$ cat src/hw/rtl/tfws_pkg.sv
// ----------------------------------------------------------------------------
// tfws_pkg
// Shared types and constants for the four-weight select block: the input
// and result words and the slot record that each cell of the chain holds.
// ----------------------------------------------------------------------------
package tfws_pkg;

    localparam int WeightW    = 16;
    localparam int BoneW      = 8;
    localparam int OutSlots   = 4;
    localparam int KeepSlotsD = 4;

    // One influence pair as it arrives
    typedef struct packed {
        logic [BoneW-1:0]   bone_id;
        logic [WeightW-1:0] weight;
        logic               has_pair;
        logic               last;
    } t_in_word;

    // Four kept weights and their bone indices, largest first
    typedef struct packed {
        logic [WeightW-1:0] weight_first;
        logic [WeightW-1:0] weight_second;
        logic [WeightW-1:0] weight_third;
        logic [WeightW-1:0] weight_fourth;
        logic [BoneW-1:0]   index_first;
        logic [BoneW-1:0]   index_second;
        logic [BoneW-1:0]   index_third;
        logic [BoneW-1:0]   index_fourth;
    } t_out_word;

    // Contents of one slot cell
    typedef struct packed {
        logic               used;
        logic [WeightW-1:0] weight;
        logic [BoneW-1:0]   bone;
    } t_slot;

    // Per-cycle controls shared by every cell
    typedef struct packed {
        logic step;
        logic clear;
    } t_cell_ctrl;

endpackage

$ cat src/hw/rtl/top_four_weight_select.sv
// ----------------------------------------------------------------------------
// top_four_weight_select
// Keeps the four heaviest bone influences of a vertex in a chain of sorted
// slot cells and emits them, largest first, on the vertex's last word.
// ----------------------------------------------------------------------------
//  channel | direction | handshake                 | payload
//  --------+-----------+---------------------------+-------------
//  in      | input     | i_in_valid / o_in_stall   | i_in_word
//  out     | output    | o_out_valid / i_out_stall | o_out_word
//
//  One word is taken every cycle unless stalled; each is sorted into the slot
//  chain in the cycle it is accepted; a result appears the cycle after its last
//  word. The single chain update of compare and shift per cycle sets that rate.
//  Reset (synchronous, active low) empties all slots and the output register.
//  A stalled output holds its word; input words keep flowing, and only a last
//  word waits while the output register is full and stalled.
// ----------------------------------------------------------------------------
module top_four_weight_select #(
    parameter int KEEP_SLOTS = tfws_pkg::KeepSlotsD
) (
    input  logic                i_clk,
    input  logic                i_rst_n,
    input  logic                i_in_valid,
    output logic                o_in_stall,
    input  tfws_pkg::t_in_word  i_in_word,
    output logic                o_out_valid,
    input  logic                i_out_stall,
    output tfws_pkg::t_out_word o_out_word
);
    import tfws_pkg::*;

    logic       w_in_acc;
    t_cell_ctrl w_ctrl;
    t_slot      w_new;
    t_slot      w_slot [KEEP_SLOTS];
    t_slot      w_next [KEEP_SLOTS];
    logic       w_take [KEEP_SLOTS];
    logic [KEEP_SLOTS-1:0] w_used;

    logic [WeightW-1:0] w_ow [OutSlots];
    logic [BoneW-1:0]   w_ob [OutSlots];
    t_out_word          n_out_word;

    logic       r_out_valid;
    t_out_word  r_out_word;
    logic       w_out_load;

    // Hold only a last word while the result register cannot drain
    assign o_in_stall = r_out_valid && i_out_stall && i_in_word.last;
    assign w_in_acc   = i_in_valid && !o_in_stall;

    assign w_ctrl.step  = w_in_acc && i_in_word.has_pair;
    assign w_ctrl.clear = w_in_acc && i_in_word.last;

    assign w_new.used   = 1'b1;
    assign w_new.weight = i_in_word.weight;
    assign w_new.bone   = i_in_word.bone_id;

    // Slot chain, heaviest at cell zero
    for (genvar k = 0; k < KEEP_SLOTS; k++) begin : g_cell
        if (k == 0) begin : g_head
            tfws_cell u_cell (
                .i_clk       (i_clk),
                .i_rst_n     (i_rst_n),
                .i_ctrl      (w_ctrl),
                .i_new       (w_new),
                .i_left      (w_new),
                .i_left_take (1'b0),
                .o_take      (w_take[k]),
                .o_slot      (w_slot[k]),
                .o_next      (w_next[k])
            );
        end else begin : g_body
            tfws_cell u_cell (
                .i_clk       (i_clk),
                .i_rst_n     (i_rst_n),
                .i_ctrl      (w_ctrl),
                .i_new       (w_new),
                .i_left      (w_slot[k-1]),
                .i_left_take (w_take[k-1]),
                .o_take      (w_take[k]),
                .o_slot      (w_slot[k]),
                .o_next      (w_next[k])
            );
        end
        assign w_used[k] = w_slot[k].used;
    end

    // Gather the first four slots after this word's insert; empty reads as zero
    for (genvar j = 0; j < OutSlots; j++) begin : g_out
        if (j < KEEP_SLOTS) begin : g_kept
            assign w_ow[j] = w_next[j].used ? w_next[j].weight : '0;
            assign w_ob[j] = w_next[j].used ? w_next[j].bone   : '0;
        end else begin : g_pad
            assign w_ow[j] = '0;
            assign w_ob[j] = '0;
        end
    end

    assign n_out_word.weight_first  = w_ow[0];
    assign n_out_word.weight_second = w_ow[1];
    assign n_out_word.weight_third  = w_ow[2];
    assign n_out_word.weight_fourth = w_ow[3];
    assign n_out_word.index_first   = w_ob[0];
    assign n_out_word.index_second  = w_ob[1];
    assign n_out_word.index_third   = w_ob[2];
    assign n_out_word.index_fourth  = w_ob[3];

    // Result register: advance when empty or drained
    assign w_out_load = !r_out_valid || !i_out_stall;

    always_ff @(posedge i_clk) begin
        if (!i_rst_n) begin
            r_out_valid <= 1'b0;
        end else if (w_out_load) begin
            r_out_valid <= w_ctrl.clear;
        end
        if (w_out_load && w_ctrl.clear) begin
            r_out_word <= n_out_word;
        end
    end

    assign o_out_valid = r_out_valid;
    assign o_out_word  = r_out_word;

    // Checks
    a_result_follows_last: assert property (@(posedge i_clk) disable iff (!i_rst_n)
        w_ctrl.clear |=> o_out_valid)
        else $error("no result after last word");

    a_cleared_after_last: assert property (@(posedge i_clk) disable iff (!i_rst_n)
        w_ctrl.clear |=> ($countones(w_used) == 0))
        else $error("slots not cleared after last word");

    for (genvar k = 1; k < KEEP_SLOTS; k++) begin : g_chk
        a_used_prefix: assert property (@(posedge i_clk) disable iff (!i_rst_n)
            w_slot[k].used |-> w_slot[k-1].used)
            else $error("slot used behind an empty slot");

        a_sorted: assert property (@(posedge i_clk) disable iff (!i_rst_n)
            w_slot[k].used |-> (w_slot[k-1].weight >= w_slot[k].weight))
            else $error("slot chain out of order");
    end

endmodule

$ cat src/hw/rtl/tfws_cell.sv
// ----------------------------------------------------------------------------
// tfws_cell
// One slot of the sorted chain. Decides whether a new pair lands at or before
// this slot, then loads the new pair, takes the left neighbor's slot, or holds.
// ----------------------------------------------------------------------------
module tfws_cell (
    input  logic                i_clk,
    input  logic                i_rst_n,
    input  tfws_pkg::t_cell_ctrl i_ctrl,
    input  tfws_pkg::t_slot     i_new,
    input  tfws_pkg::t_slot     i_left,
    input  logic                i_left_take,
    output logic                o_take,
    output tfws_pkg::t_slot     o_slot,
    output tfws_pkg::t_slot     o_next
);
    import tfws_pkg::*;

    t_slot r_slot;
    t_slot n_slot;
    t_slot w_after;

    // New pair goes at or before this slot: slot empty or strictly lighter
    assign o_take = !r_slot.used || (i_new.weight > r_slot.weight);

    // Insert here, shift in from the left, or hold
    always_comb begin
        w_after = r_slot;
        if (i_ctrl.step && o_take) begin
            if (i_left_take) begin
                w_after = i_left;
            end else begin
                w_after = i_new;
            end
        end
    end

    // Drop everything after the last word of a vertex
    always_comb begin
        n_slot = w_after;
        if (i_ctrl.clear) begin
            n_slot.used = 1'b0;
        end
    end

    always_ff @(posedge i_clk) begin
        if (!i_rst_n) begin
            r_slot.used <= 1'b0;
        end else begin
            r_slot.used <= n_slot.used;
        end
        r_slot.weight <= n_slot.weight;
        r_slot.bone   <= n_slot.bone;
    end

    assign o_slot = r_slot;
    assign o_next = w_after;

endmodule

$ cat config.mk
export PLATFORM = sky130hd
export DESIGN_NAME = top_four_weight_select
export DESIGN_NICKNAME = d
export VERILOG_FILES = /design/src/hw/rtl/tfws_pkg.sv /design/src/hw/rtl/top_four_weight_select.sv /design/src/hw/rtl/tfws_cell.sv
export SDC_FILE = /design/constraint.sdc
export NUM_CORES = 1
export LEC_CHECK = 0
export BUFFER_PORTS_ARGS = -buffer_cell sky130_fd_sc_hd__buf_2
export CORE_ASPECT_RATIO = 1.2
export CORE_MARGIN = 2
export CORE_UTILIZATION = 50
export CTS_CLUSTER_SIZE = 20
export DETAILED_ROUTE_END_ITERATION = 8
export PLACE_DENSITY_LB_ADDON = 0.08
export SLEW_MARGIN = 15
export SYNTH_ARGS = -nofsm -noshare
export SYNTH_HDL_FRONTEND = slang
export SYNTH_SLANG_ARGS = --single-unit
$ cat constraint.sdc
create_clock -name i_clk -period 13.5 [get_ports i_clk]
set_input_delay 0 -clock i_clk [delete_from_list [all_inputs] [get_ports i_clk]]
set_output_delay 0 -clock i_clk [all_outputs]
set_load 0.005 [all_outputs]
* Yosys cells after proc, flatten, opt, wreduce, memory -nomap -nowiden
Cells that the tools add are included.
** Storage, ports and cells
- Memories :: 0
- Bits of input ports :: 30
- Bits in latches :: 0
- Register bits :: 197
- Word-level logic and storage cells :: 56
- Memory bits (writable) :: 0
- Bits in read-only memories :: 0
** Operators by class
- Eq/ne operators :: 0
- $add $sub $neg :: 0
- Multiplexer cells :: 7
- Order comparisons :: 4
- Shifts and indexed selects :: 0
- Bitwise logic cells :: 1
- Reductions and logical operators :: 23
- Divide/modulo/power cells :: 0
- $mul :: 0
** Operators by type and width (number)
- $mux 25 :: 7
- $gt 16x16->1 :: 4
- $logic_and 1x1->1 :: 10
- $logic_not 1->1 :: 7
- $logic_or 1x1->1 :: 5
- $reduce_or 2->1 :: 1
- $not 1->1 :: 1

* Depth between registers and ports, before layout
- Depth after elaboration :: 7
- Gate-level depth with buffers :: 11
- Mapped depth without buffers :: 9

* By module
From an unflattened synthesis, not the netlist that was laid out.
** Second synthesis, totals
- Cells, all modules :: 831
- Area total of the unflattened synthesis :: 10024.6 um^2
** Modules (own cells, without submodules)
- tfws_cell :: cells each 155, sequential area each 500.5 um^2, times used 4, area each 1576.5 um^2
- top_four_weight_select :: cells each 211, sequential area each 2902.8 um^2, times used 1, area each 3718.6 um^2

* Worst setup path before layout
OpenSTA, ideal clock, no wires.
- Path type :: reg2reg
- From :: register r_out_valid, in the netlist o_out_valid
- To :: register g_cell[0].g_head.u_cell.r_slot, in the netlist g_cell[0].g_head.u_cell.o_slot[24]
- Data arrival time :: 5.519 ns
- Clock period less this slack :: 5.648 ns
- Buffers on the path :: 0
- Setup time :: 0.129 ns
- Slack :: 7.852 ns
- Cell stages (with the launch flop) :: 4
- Required time :: 13.371 ns
- Path through :: dfxtp_1 a21oi_1 nand2b_1 a21oi_1
** Between the ends
- Word-level cells in the longest chain between the ends :: 7
- Elaborated cells on any way between the ends :: 9
- Classes of those cells :: mux: 1; reduce/logical: 8
** Ends and longest elaborated chain
- start: declaration :: line top_four_weight_select.sv:44 : logic r_out_valid;
- start signal: assignment :: line top_four_weight_select.sv:116 : r_out_valid <= w_ctrl.clear;
- $logic_and 1x1->1 (*) (2 in series) :: line top_four_weight_select.sv:49 : assign o_in_stall = r_out_valid && i_out_stall && i_in_word.last;
- $logic_not 1->1 (*) :: line top_four_weight_select.sv:50 : assign w_in_acc = i_in_valid && !o_in_stall;
- $logic_and 1x1->1 (*) :: line top_four_weight_select.sv:50
- $logic_and 1x1->1 :: line top_four_weight_select.sv:52 : assign w_ctrl.step = w_in_acc && i_in_word.has_pair;
- $logic_and 1x1->1 :: line tfws_cell.sv:29 : if (i_ctrl.step && o_take) begin
- $mux 25 :: line tfws_cell.sv:29
- end: declaration :: line tfws_cell.sv:19 : t_slot r_slot;
Mark *: on every way between the ends. The rest lies on a longest branch, timed or not.
A chain may end at the register's enable or synchronous reset.

* Worst setup path after layout
- From :: register g_cell[1].g_body.u_cell.r_slot, in the netlist g_cell[1].g_body.u_cell.o_slot[23]
- To :: register r_out_word, in the netlist o_out_word[74] (data pin)
** Between the ends
- Word-level cells in the longest chain between the ends :: 4
** Ends and longest elaborated chain
- start: declaration :: line tfws_cell.sv:19
- $gt 16x16->1 :: line tfws_cell.sv:24 : assign o_take = !r_slot.used || (i_new.weight > r_slot.weight);
- $logic_or 1x1->1 :: line tfws_cell.sv:24
- $logic_and 1x1->1 :: line tfws_cell.sv:29
- $mux 25 :: line tfws_cell.sv:29
- end signal: assignment :: line top_four_weight_select.sv:119 : r_out_word <= n_out_word;
- end: declaration :: line top_four_weight_select.sv:45 : t_out_word r_out_word;
No other way between the ends.

==> out/summary.txt <==
status: finished clean
maximum clock rate: 0.269 GHz
Post-Syn Nets: 991
Post-Place Setup Slack: 9.76 ns
R2R Path Start: g_cell[1].g_body.u_cell.o_slot[23]$_DFF_P_
Worst Hold Class: in2reg
clock root buffer: clkbuf_16
Sw Ratio: 29.8%
Slew headroom: 23.8%
Die H: 154 µm
peak supply drop: 0.0000908 V
Simple-Gate Fraction of Synth Area: 10.5%
GR Util met3: 3.46%
Layout Nets: 1126
largest family of logic cells by synthesized area: compound AO/OA/AOI/OAI gates
most frequent cells in the layout: 127 x buf_2, 102 x nand2_1, 101 x dfxtp_1, 96 x edfxtp_1, 82 x a21oi_1
Mapped Avg Cell Area: 10.5 µm²
GR Util met2: 40.2%
Synth Register Bits: 197
power share of the clock group: 30.2%
initial antenna violation count: 0
Synth Cell Area: 9420 µm²
Setup crit end kind: register
fill count: 1647
sequential cell area: 4900 µm²
PostCTS Resize Cnt: 0
GR peak layer: met2
final setup violating endpoints: 0
P_sw: 0.457 mW
final setup margin: 9.78 ns
Die Wd: 129 µm
fin crit share: 27.6%
Critical Path Source: g_cell[1].g_body.u_cell.o_slot[23]$_DFF_P_
Pwr Total: 1.54 mW
synth top area cells: edfxtp_1 31%, dfxtp_1 21%, ha_1 8.5%
Worst Tran Pin Value: 1.14 ns
clock buffer depth: 2
RSZ-0062 raised after global routing: no
post-route insts no fill: 1301
worst-path maximum fanout: 25
sequential area share after synthesis: 52.1%
Die Area: 20000 µm²
Util after Layout: 59.1%
core area: 18600 µm²
Post-synth top flop: dfxtp_1
Synth Area in XOR/XNOR: 0%
mux cell area share after synthesis: 5.42%
compound-gate portion of the synthesized area: 18.1%
clk slew on worst S/H paths: 0.07 ns
Async SR Flop Fraction: 0%
Skew-Pair Late Insertion Delay: 0.43 ns
CP Data Arrival Time: 3.88 ns
max-slew violations: 0
combinational cell fraction of total power: 20.2%
placer congestion estimate: 0.810
most common cell after layout, fill and taps aside: buf_2
grt ovf: 0
drt first pass iters: 5
DRT Wirelength: 22500 µm
design area: 11000 µm²
Placed Cells: 1243
Placed Area: 10200 µm²
type of the setup path with the least slack: reg2reg
CTS tree: yes
Rows: 55
DRT antenna net count: 0
area of the multi-input gates: 4030 µm²
Antenna diodes: 0
DRC Markers: 0
Tmin final: 3.72 ns
Setup TNS Final: 0 ns
Setup Skew: 0.00731 ns
IO Port Bufs: 127
DP HPWL: 15800 µm
vias in the first global route: 6758
I/O pin cnt: 128
final hold vios: 0
PwrDens: 139 nW/µm²
Post-synth EDFFs: 96
Synth Instances: 897
CTS H-tree lvls: 4
largest net degree at the start of global routing: 73
layout cells sized above 1: 19.5%
Unique masters post-synth: 52
global-route wire length before repair: 35700 µm
hold_sp: i_in_valid
yosys warns: 0
GRT Util Overall: 23.2%
Initial DRC Count: 359
post-synth top area cell: edfxtp_1
Area Growth Syn to Fin: 16.9%
Critical Path RT: 13.65 ns
CTS sink cnt: 197
WL/cell: 17.3 µm
Pint: 1.08 mW
vias: 7218
Startpoint Class: register
grt met1 use: 28.9%
Initial Utilization: 50.5%
number of buffers created by CTS: 17
vias per cell: 5.55
Synth Area in Adders: 8.50%
max cap viols: 0
Hold WS: 0.249 ns
LEAKAGE: 4.68 nW
Yosys top cell area share: 30.6%
Seq pwr share: 49.6%
-- critical path: stages, from the launching register on --
cell and delay (ns):
dfxtp_1 0.35, inv_1 0.05, ha_1 0.33, nand4_2 0.14, nor4_2 0.35, o21ai_1 0.13, and4_1 0.23, o21a_1 0.58
a211oi_4 0.83, buf_4 0.36, a211oi_1 0.08
-- flip-flops by register name (all words and copies together), names as in the netlist --
register	count
g_cell.g_body.u_cell.o_slot	75
o_out_word	96
g_cell.g_head.u_cell.o_slot	25
o_out_valid	1
-- timing repair --
item,in CTS,in global routing
hold buffers,26,0
endpoints found under the hold margin,86,0
setup buffers,0,0
-- kinds of logic (layout without fill, tap and decap cells) --
kind of cell | Yosys count | count (layout)
flops | 197 | 197
buf+inv | 115 | 263
fa+ha+maj | 64 | 64
compound gates | 247 | 247
simple gates | 226 | 226
mux | 48 | 48
-- final timing paths --
path	end	slack (ns)	cells after the start
worst min-delay path	g_cell[0].g_head.u_cell.o_slot[24]$_SDFF_PP0_	0.25	3
worst min register to register	g_cell[2].g_body.u_cell.o_slot[1]$_DFF_P_	0.50	2
worst max-delay path	o_out_word[74]$_SDFFCE_PN0P_	9.78	10
worst max register to register	o_out_word[74]$_SDFFCE_PN0P_	9.78	10
-- layout make-up --
type                    instances  area share (%)
multi-input cells             585            36.6
well taps                     256            2.91
clock buffers                  21            4.09
clock inverters                11           0.716
inverters                      68            2.32
repair buffers                163            8.82
flip-flops and latches        197            44.5
-- cell usage after synthesis (all sizes together), types with 24 or more instances --
library cell    n
nand2         102
nor2           82
a22o           24
a211oi         42
a31oi          35
ha             64
inv            68
mux2i          24
edfxtp         96
buf            31
dfxtp         101
a21oi          84
mux2           24
a311oi         33
-- metal layers --
layer	wire length (µm)	up-vias	part of all wire, %
met5	0	-	0
met3	743	39	3.3
li1	-	3595	-
met2	11300	183	50
met1	9910	3401	44
met4	608	0	2.7
-- power by group through the flow --
stage / clock (mW) / combinational [mW] / sequential, mW
after global routing: 0.496 / 0.355 / 0.771
after CTS: 0.473 / 0.311 / 0.763
after global placement: 0 / 0.298 / 0.774
final: 0.464 / 0.310 / 0.762
after floorplan: 0 / 0.223 / 0.762
after detailed placement: 0 / 0.303 / 0.775
(Power assumes the default switching activity.)
